$ cat src/hw/rtl/hsvrgb_pkg.sv
// hsvrgb_pkg: shared types and constants of the HSV to RGBA converter.
// Item structs for both channels, hue sector codes, default fraction width.
// No dependencies.
`default_nettype none

package hsvrgb_pkg;

	// default number of fraction bits in the fixed point arithmetic
	localparam int FRAC_BITS_DEF = 16;

	// input item: hue, saturation, value and alpha
	typedef struct packed {
		logic [15:0] hue_in;
		logic [16:0] sat_in;
		logic [16:0] val_in;
		logic [7:0]  alpha_in;
	} hsv_item_t;

	// result item: one RGBA pixel
	typedef struct packed {
		logic [7:0] red_out;
		logic [7:0] green_out;
		logic [7:0] blue_out;
		logic [7:0] alpha_out;
	} rgb_item_t;

	// hue sectors of 60 degrees each
	typedef enum logic [2:0] {
		SEC_RED_YEL = 3'd0,
		SEC_YEL_GRN = 3'd1,
		SEC_GRN_CYN = 3'd2,
		SEC_CYN_BLU = 3'd3,
		SEC_BLU_MAG = 3'd4,
		SEC_MAG_RED = 3'd5
	} sector_t;

endpackage

`default_nettype wire

$ cat src/hw/rtl/hsv_to_rgb_converter.sv
// hsv_to_rgb_converter: top level of the HSV to RGBA pixel converter.
// Instantiates hsvrgb_prep, hsvrgb_mul and hsvrgb_out; uses hsvrgb_pkg.
//
// Converts one HSV item with alpha into one RGBA pixel in FRAC_BITS fixed
// point. The block is a four stage pipeline (clamp and sector split, first
// products, second products, channel routing and scaling by 255) and takes
// one item every clock cycle unless the full pipeline is held by rgb_stall;
// a result is presented from the stage 4 register after its item has passed
// the stage 1 to 3 registers, two of them dependent multiplier stages. Each stage
// has its own valid bit and moves whenever its successor has room, so empty
// slots close up while rgb_stall is high and the input keeps accepting items
// until the pipeline is full. alpha passes through unchanged.
`default_nettype none

module hsv_to_rgb_converter #(
	parameter int FRAC_BITS = hsvrgb_pkg::FRAC_BITS_DEF
) (
	input  wire logic                  clk,
	input  wire logic                  arst_n,
	input  wire logic                  hsv_valid,
	output logic                       hsv_stall,
	input  wire hsvrgb_pkg::hsv_item_t hsv_item,
	output logic                       rgb_valid,
	input  wire logic                  rgb_stall,
	output hsvrgb_pkg::rgb_item_t      rgb_item
);

	logic vld_s1;
	logic vld_s2;
	logic vld_s3;
	logic vld_s4;
	logic en1;
	logic en2;
	logic en3;
	logic en4;

	hsvrgb_pkg::sector_t    sector_s1;
	logic                   grey_s1;
	logic [FRAC_BITS-1:0]   f_s1;
	logic [FRAC_BITS:0]     omf_s1;
	logic [FRAC_BITS:0]     s_s1;
	logic [FRAC_BITS:0]     oms_s1;
	logic [FRAC_BITS:0]     v_s1;
	logic [7:0]             alpha_s1;
	hsvrgb_pkg::sector_t    sector_s3;
	logic                   grey_s3;
	logic [FRAC_BITS:0]     v_s3;
	logic [FRAC_BITS:0]     p_s3;
	logic [2*FRAC_BITS+1:0] qprod_s3;
	logic [2*FRAC_BITS+1:0] tprod_s3;
	logic [7:0]             alpha_s3;

	// stage enables: a stage loads when it is empty or its successor moves
	assign en4 = !vld_s4 || !rgb_stall;
	assign en3 = !vld_s3 || en4;
	assign en2 = !vld_s2 || en3;
	assign en1 = !vld_s1 || en2;

	assign hsv_stall = !en1;
	assign rgb_valid = vld_s4;

	// valid bits travel with the data
	always_ff @(posedge clk or negedge arst_n) begin
		if (!arst_n) begin
			vld_s1 <= 1'b0;
			vld_s2 <= 1'b0;
			vld_s3 <= 1'b0;
			vld_s4 <= 1'b0;
		end else begin
			if (en1) vld_s1 <= hsv_valid;
			if (en2) vld_s2 <= vld_s1;
			if (en3) vld_s3 <= vld_s2;
			if (en4) vld_s4 <= vld_s3;
		end
	end

	hsvrgb_prep #(.FRAC_BITS(FRAC_BITS)) u_prep (
		.clk       (clk),
		.en        (en1),
		.item      (hsv_item),
		.sector_s1 (sector_s1),
		.grey_s1   (grey_s1),
		.f_s1      (f_s1),
		.omf_s1    (omf_s1),
		.s_s1      (s_s1),
		.oms_s1    (oms_s1),
		.v_s1      (v_s1),
		.alpha_s1  (alpha_s1)
	);

	hsvrgb_mul #(.FRAC_BITS(FRAC_BITS)) u_mul (
		.clk       (clk),
		.en2       (en2),
		.en3       (en3),
		.sector_s1 (sector_s1),
		.grey_s1   (grey_s1),
		.f_s1      (f_s1),
		.omf_s1    (omf_s1),
		.s_s1      (s_s1),
		.oms_s1    (oms_s1),
		.v_s1      (v_s1),
		.alpha_s1  (alpha_s1),
		.sector_s3 (sector_s3),
		.grey_s3   (grey_s3),
		.v_s3      (v_s3),
		.p_s3      (p_s3),
		.qprod_s3  (qprod_s3),
		.tprod_s3  (tprod_s3),
		.alpha_s3  (alpha_s3)
	);

	hsvrgb_out #(.FRAC_BITS(FRAC_BITS)) u_out (
		.clk       (clk),
		.en        (en4),
		.sector_s3 (sector_s3),
		.grey_s3   (grey_s3),
		.v_s3      (v_s3),
		.p_s3      (p_s3),
		.qprod_s3  (qprod_s3),
		.tprod_s3  (tprod_s3),
		.alpha_s3  (alpha_s3),
		.item_s4   (rgb_item)
	);

endmodule

`default_nettype wire

$ cat src/hw/rtl/hsvrgb_prep.sv
// hsvrgb_prep: stage 1, range clamping, hue sector split and complements.
// Depends on hsvrgb_pkg.
`default_nettype none

module hsvrgb_prep #(
	parameter int FRAC_BITS = hsvrgb_pkg::FRAC_BITS_DEF
) (
	input  wire logic                  clk,
	input  wire logic                  en,
	input  wire hsvrgb_pkg::hsv_item_t item,
	output hsvrgb_pkg::sector_t        sector_s1,
	output logic                       grey_s1,
	output logic [FRAC_BITS-1:0]       f_s1,
	output logic [FRAC_BITS:0]         omf_s1,
	output logic [FRAC_BITS:0]         s_s1,
	output logic [FRAC_BITS:0]         oms_s1,
	output logic [FRAC_BITS:0]         v_s1,
	output logic [7:0]                 alpha_s1
);

	localparam int EW = FRAC_BITS + 18;
	localparam logic [EW-1:0] ONE_W = {{(EW-1){1'b0}}, 1'b1} << FRAC_BITS;
	localparam logic [FRAC_BITS:0] ONE = {1'b1, {FRAC_BITS{1'b0}}};

	logic [EW-1:0]        hue_w;
	logic [EW-1:0]        sat_w;
	logic [EW-1:0]        val_w;
	logic [FRAC_BITS-1:0] hue_c;
	logic [FRAC_BITS:0]   sat_c;
	logic [FRAC_BITS:0]   val_c;
	logic [FRAC_BITS+2:0] h6;
	logic [FRAC_BITS-1:0] frac;

	// clamp: hue of a full turn or more wraps to zero, s and v saturate at one
	always_comb begin
		hue_w = EW'(item.hue_in);
		sat_w = EW'(item.sat_in);
		val_w = EW'(item.val_in);
		hue_c = (hue_w >= ONE_W) ? '0 : hue_w[FRAC_BITS-1:0];
		sat_c = (sat_w > ONE_W) ? ONE : sat_w[FRAC_BITS:0];
		val_c = (val_w > ONE_W) ? ONE : val_w[FRAC_BITS:0];
	end

	// hue * 6 as shift and add; integer part is the sector
	assign h6   = (FRAC_BITS+3)'({hue_c, 2'b00}) + (FRAC_BITS+3)'({hue_c, 1'b0});
	assign frac = h6[FRAC_BITS-1:0];

	always_ff @(posedge clk) begin
		if (en) begin
			sector_s1 <= hsvrgb_pkg::sector_t'(h6[FRAC_BITS+2:FRAC_BITS]);
			grey_s1   <= (sat_c == '0);
			f_s1      <= frac;
			omf_s1    <= ONE - {1'b0, frac};
			s_s1      <= sat_c;
			oms_s1    <= ONE - sat_c;
			v_s1      <= val_c;
			alpha_s1  <= item.alpha_in;
		end
	end

endmodule

`default_nettype wire

$ cat src/hw/rtl/hsvrgb_mul.sv
// hsvrgb_mul: stages 2 and 3, the products that form p, q and t.
// Stage 2: v*(1-s), s*f, s*(1-f). Stage 3: v*(1-s*f), v*(1-s*(1-f)).
// Depends on hsvrgb_pkg.
`default_nettype none

module hsvrgb_mul #(
	parameter int FRAC_BITS = hsvrgb_pkg::FRAC_BITS_DEF
) (
	input  wire logic                  clk,
	input  wire logic                  en2,
	input  wire logic                  en3,
	input  wire hsvrgb_pkg::sector_t   sector_s1,
	input  wire logic                  grey_s1,
	input  wire logic [FRAC_BITS-1:0]  f_s1,
	input  wire logic [FRAC_BITS:0]    omf_s1,
	input  wire logic [FRAC_BITS:0]    s_s1,
	input  wire logic [FRAC_BITS:0]    oms_s1,
	input  wire logic [FRAC_BITS:0]    v_s1,
	input  wire logic [7:0]            alpha_s1,
	output hsvrgb_pkg::sector_t        sector_s3,
	output logic                       grey_s3,
	output logic [FRAC_BITS:0]         v_s3,
	output logic [FRAC_BITS:0]         p_s3,
	output logic [2*FRAC_BITS+1:0]     qprod_s3,
	output logic [2*FRAC_BITS+1:0]     tprod_s3,
	output logic [7:0]                 alpha_s3
);

	localparam logic [FRAC_BITS:0] ONE = {1'b1, {FRAC_BITS{1'b0}}};

	hsvrgb_pkg::sector_t    sector_s2;
	logic                   grey_s2;
	logic [FRAC_BITS:0]     v_s2;
	logic [2*FRAC_BITS+1:0] pprod_s2;
	logic [2*FRAC_BITS:0]   sf_s2;
	logic [2*FRAC_BITS+1:0] st_s2;
	logic [7:0]             alpha_s2;
	logic [FRAC_BITS:0]     qa;
	logic [FRAC_BITS:0]     ta;

	// stage 2: first products
	always_ff @(posedge clk) begin
		if (en2) begin
			sector_s2 <= sector_s1;
			grey_s2   <= grey_s1;
			v_s2      <= v_s1;
			pprod_s2  <= v_s1 * oms_s1;
			sf_s2     <= s_s1 * f_s1;
			st_s2     <= s_s1 * omf_s1;
			alpha_s2  <= alpha_s1;
		end
	end

	// complements of the scaled saturation terms; s*f stays below one
	assign qa = ONE - {1'b0, sf_s2[2*FRAC_BITS-1:FRAC_BITS]};
	assign ta = ONE - st_s2[2*FRAC_BITS:FRAC_BITS];

	// stage 3: second products, p is finished here
	always_ff @(posedge clk) begin
		if (en3) begin
			sector_s3 <= sector_s2;
			grey_s3   <= grey_s2;
			v_s3      <= v_s2;
			p_s3      <= pprod_s2[2*FRAC_BITS:FRAC_BITS];
			qprod_s3  <= v_s2 * qa;
			tprod_s3  <= v_s2 * ta;
			alpha_s3  <= alpha_s2;
		end
	end

endmodule

`default_nettype wire

$ cat src/hw/rtl/hsvrgb_out.sv
// hsvrgb_out: stage 4, sector routing of v, p, q, t and byte scaling by 255.
// Holds the output register of the pipeline. Depends on hsvrgb_pkg.
`default_nettype none

module hsvrgb_out #(
	parameter int FRAC_BITS = hsvrgb_pkg::FRAC_BITS_DEF
) (
	input  wire logic                  clk,
	input  wire logic                  en,
	input  wire hsvrgb_pkg::sector_t   sector_s3,
	input  wire logic                  grey_s3,
	input  wire logic [FRAC_BITS:0]    v_s3,
	input  wire logic [FRAC_BITS:0]    p_s3,
	input  wire logic [2*FRAC_BITS+1:0] qprod_s3,
	input  wire logic [2*FRAC_BITS+1:0] tprod_s3,
	input  wire logic [7:0]            alpha_s3,
	output hsvrgb_pkg::rgb_item_t      item_s4
);

	logic [FRAC_BITS:0] q;
	logic [FRAC_BITS:0] t;
	logic [FRAC_BITS:0] r;
	logic [FRAC_BITS:0] g;
	logic [FRAC_BITS:0] b;

	// (x*255) >> FRAC_BITS, x never above one
	function automatic logic [7:0] to_byte(input logic [FRAC_BITS:0] x);
		logic [FRAC_BITS+8:0] m;
		m = {x, 8'b0} - (FRAC_BITS+9)'(x);
		return m[FRAC_BITS+7:FRAC_BITS];
	endfunction

	assign q = qprod_s3[2*FRAC_BITS:FRAC_BITS];
	assign t = tprod_s3[2*FRAC_BITS:FRAC_BITS];

	// route channels by sector; zero saturation gives grey
	always_comb begin
		if (grey_s3) begin
			r = v_s3;
			g = v_s3;
			b = v_s3;
		end else begin
			case (sector_s3)
				hsvrgb_pkg::SEC_RED_YEL: begin r = v_s3; g = t;    b = p_s3; end
				hsvrgb_pkg::SEC_YEL_GRN: begin r = q;    g = v_s3; b = p_s3; end
				hsvrgb_pkg::SEC_GRN_CYN: begin r = p_s3; g = v_s3; b = t;    end
				hsvrgb_pkg::SEC_CYN_BLU: begin r = p_s3; g = q;    b = v_s3; end
				hsvrgb_pkg::SEC_BLU_MAG: begin r = t;    g = p_s3; b = v_s3; end
				default:                 begin r = v_s3; g = p_s3; b = q;    end
			endcase
		end
	end

	always_ff @(posedge clk) begin
		if (en) begin
			item_s4.red_out   <= to_byte(r);
			item_s4.green_out <= to_byte(g);
			item_s4.blue_out  <= to_byte(b);
			item_s4.alpha_out <= alpha_s3;
		end
	end

endmodule

`default_nettype wire
$ cat config.mk
export PLATFORM = sky130hd
export DESIGN_NAME = hsv_to_rgb_converter
export DESIGN_NICKNAME = d
export VERILOG_FILES = /design/src/hw/rtl/hsvrgb_pkg.sv /design/src/hw/rtl/hsv_to_rgb_converter.sv /design/src/hw/rtl/hsvrgb_prep.sv /design/src/hw/rtl/hsvrgb_mul.sv /design/src/hw/rtl/hsvrgb_out.sv
export SDC_FILE = /design/constraint.sdc
export NUM_CORES = 2
export LEC_CHECK = 0
export BUFFER_PORTS_ARGS = -buffer_cell sky130_fd_sc_hd__clkbuf_2
export CORE_AREA = 2 2 494 496
export DETAILED_ROUTE_END_ITERATION = 10
export DIE_AREA = 0 0 496 498
export HOLD_SLACK_MARGIN = 0.12
export PLACE_DENSITY_LB_ADDON = 0.2
export SYNTH_ARGS = -nofsm -noshare
export SYNTH_HDL_FRONTEND = slang
export SYNTH_HIERARCHICAL = 1
export SYNTH_SLANG_ARGS = --single-unit
$ cat constraint.sdc
create_clock -name clk -period 10.4 [get_ports clk]
set_clock_uncertainty 0.2 [all_clocks]
set_input_delay 0.52 -clock clk [delete_from_list [all_inputs] [get_ports clk]]
set_output_delay 0.52 -clock clk [all_outputs]
set_load 0.05 [all_outputs]
==> results.md <==
- Status: finished clean
- Layout filler cell count: 26.04k
- DIE WIDTH: 496 um
- Worst-path clk slew: 0.07 ns
- Slew Limit Fails: 0
- Via count: 41.72k
- Worst Hold Margin: 0.1537 ns
- Pin count of the biggest net entering global routing: 71
- Gr ovfl total: 0
- Clk sink count: 287
- DR WL/cell: 18.32 um
- Critical Path AT: 8.70 ns
- DRT Wirelength: 174300 um
- Period utilization: 0.8102
- Syn. warnings: 6
- Worst slew pin tran: 1.263 ns
- First drt pass iteration count: 5
- Port buffer count: 95
- Hold Fails Final Rpt: 0
- Area growth syn-to-layout: 10.20%
- FP Rows: 181
- Vias in the first global route: 45.65k
- FMAX: 118.7 MHz
- Post-layout util: 0.2676
- I/O pins: 96
- Vias per cell: 4.385
- Share of post-route cells with drive strength above 1: 0.05006
- Critical Setup Path Class: flip-flop to flip-flop
- MaxCap Viol Count: 0
- Max stage delay cell, worst path: edfxtp_1
- Hold Path Class: input port to flip-flop
- Initial Utilization: 0.2428
- DIE AREA: 247000 um2
- Buf+Inv Stages, Crit Path: 5
- Slew HR: 0.1532
- Largest delay share family, worst path: adder cells
- Htree depth: 2
- Crit path launch type: flip-flop
- CTS tree: yes
- Tot GR Track Use: 0.1431
- Clock root cell: clkbuf_16
- TNS Setup: 0 ns
- Most frequent CP cell: fa_1
- Syn Area/Cell: 9.363 um2
- Crit path time final: 8.426 ns
- First-pass GRT wire length: 274200 um
- CP max stage delay: 0.83 ns
- Final #Nets: 8004
- Initial DRC Count: 2208
- Crit path max fanout: 18
- DRT antenna net count: 0
- Core footprint: 241900 um2
- Die Ht: 498 um
- # DRC: 0
- Placed wire-length estimate: 132000 um
- TritonCTS buffer count: 39
- Post-Syn Area: 58730 um2
- Skew-Pair Late Insertion Delay: 0.63 ns
- Initial antenna violation count: 11
- Gate count after technology mapping: 6273
- CTS max path bufs: 3
- Critical Path RT: 10.67 ns
- RSZ-0062 raised after global routing: no
- CP Capture Type: flip-flop
- Final setup vio count: 0
- GP Congestion: 0.8421
-- sequential cells by signal (all words and copies together) (netlist names), 15 cells and up --
signal,count
u_mul/st_s2,17
u_mul/sf_s2,16
u_out/item_s4,32
u_mul/pprod_s2,17
u_prep/f_s1,15
u_mul/v_s2,17
u_prep/s_s1,17
u_prep/v_s1,17
u_mul/tprod_s3,17
u_mul/v_s3,17
u_mul/p_s3,17
u_prep/omf_s1,15
u_mul/qprod_s3,17
u_prep/oms_s1,16
-- metal layers --
metal,global-route usage,vias up,part of all wire
li1,-,19210,-
met1,0.2074,21580,0.49
met2,0.2328,813,0.46
met3,0.01395,123,0.036
met4,0.02325,0,0.015
met5,0,-,0
-- repair_timing --
action / in CTS / in global routing
hold buffers: 45 / 0
resized for setup: 0 / 0
hold endpoints to repair: 64 / 0
buffers inserted: 0 / 0
-- stage by stage --
step / worst slack, ns / instance area, um2 / cells
3_5_place_dp: 1.935 / 62940 / 9401
3_3_place_gp: 2.008 / 62940 / 9401
5_1_grt: 1.488 / 64720 / 9514
4_1_cts: 1.920 / 64720 / 9514
2_1_floorplan: 2.590 / 58740 / 6274
6_report: 1.974 / 64720 / 9516
-- layout make-up --
| type | instances | area [um2] | share of cell area |
|---|---|---|---|
| sequential | 287 | 8598 | 0.1328 |
| timing repair buffer | 252 | 1779 | 0.02749 |
| clock inverter | 23 | 327.8 | 0.005065 |
| inverter | 1356 | 5090 | 0.07864 |
| clock buffer | 45 | 998.5 | 0.01543 |
| antenna | 2 | 5.005 | 0.00007733 |
| tap | 3202 | 4006 | 0.06190 |
| multi-input combinational | 4349 | 43920 | 0.6785 |
-- layout by cell type, fill, tap and decap left out, types with 111 or more instances in the layout --
cell type and instances:
a21oi_1 135, and2_1 540, buf_4 111, edfxtp_1 283, fa_1 1097, ha_1 560
inv_1 1353, nand2_1 1021, nor2_1 124, xnor2_1 117
-- path summary, 6_finish.rpt --
| check | start | endpoint | slack, ns | cells after the start |
|---|---|---|---|---|
| worst max-delay path | u_mul/sf_s2[16] | u_mul/qprod_s3[30] | 1.97 | 26 |
| worst min-delay path | hsv_item[24] | u_prep/v_s1[16] | 0.15 | 1 |
| worst max register to register | u_mul/sf_s2[16] | u_mul/qprod_s3[30] | 1.97 | 26 |
| worst min register to register | u_mul/alpha_s2[3] | u_mul/alpha_s3[3] | 0.22 | 0 |
| max in group asynchronous | arst_n | rgb_valid | 9.23 | 3 |
| min in group asynchronous | arst_n | vld_s1 | 0.60 | 3 |
Power is not shown: default switching activity piles up to over one toggle a cycle in this logic, so the estimate is an artifact.
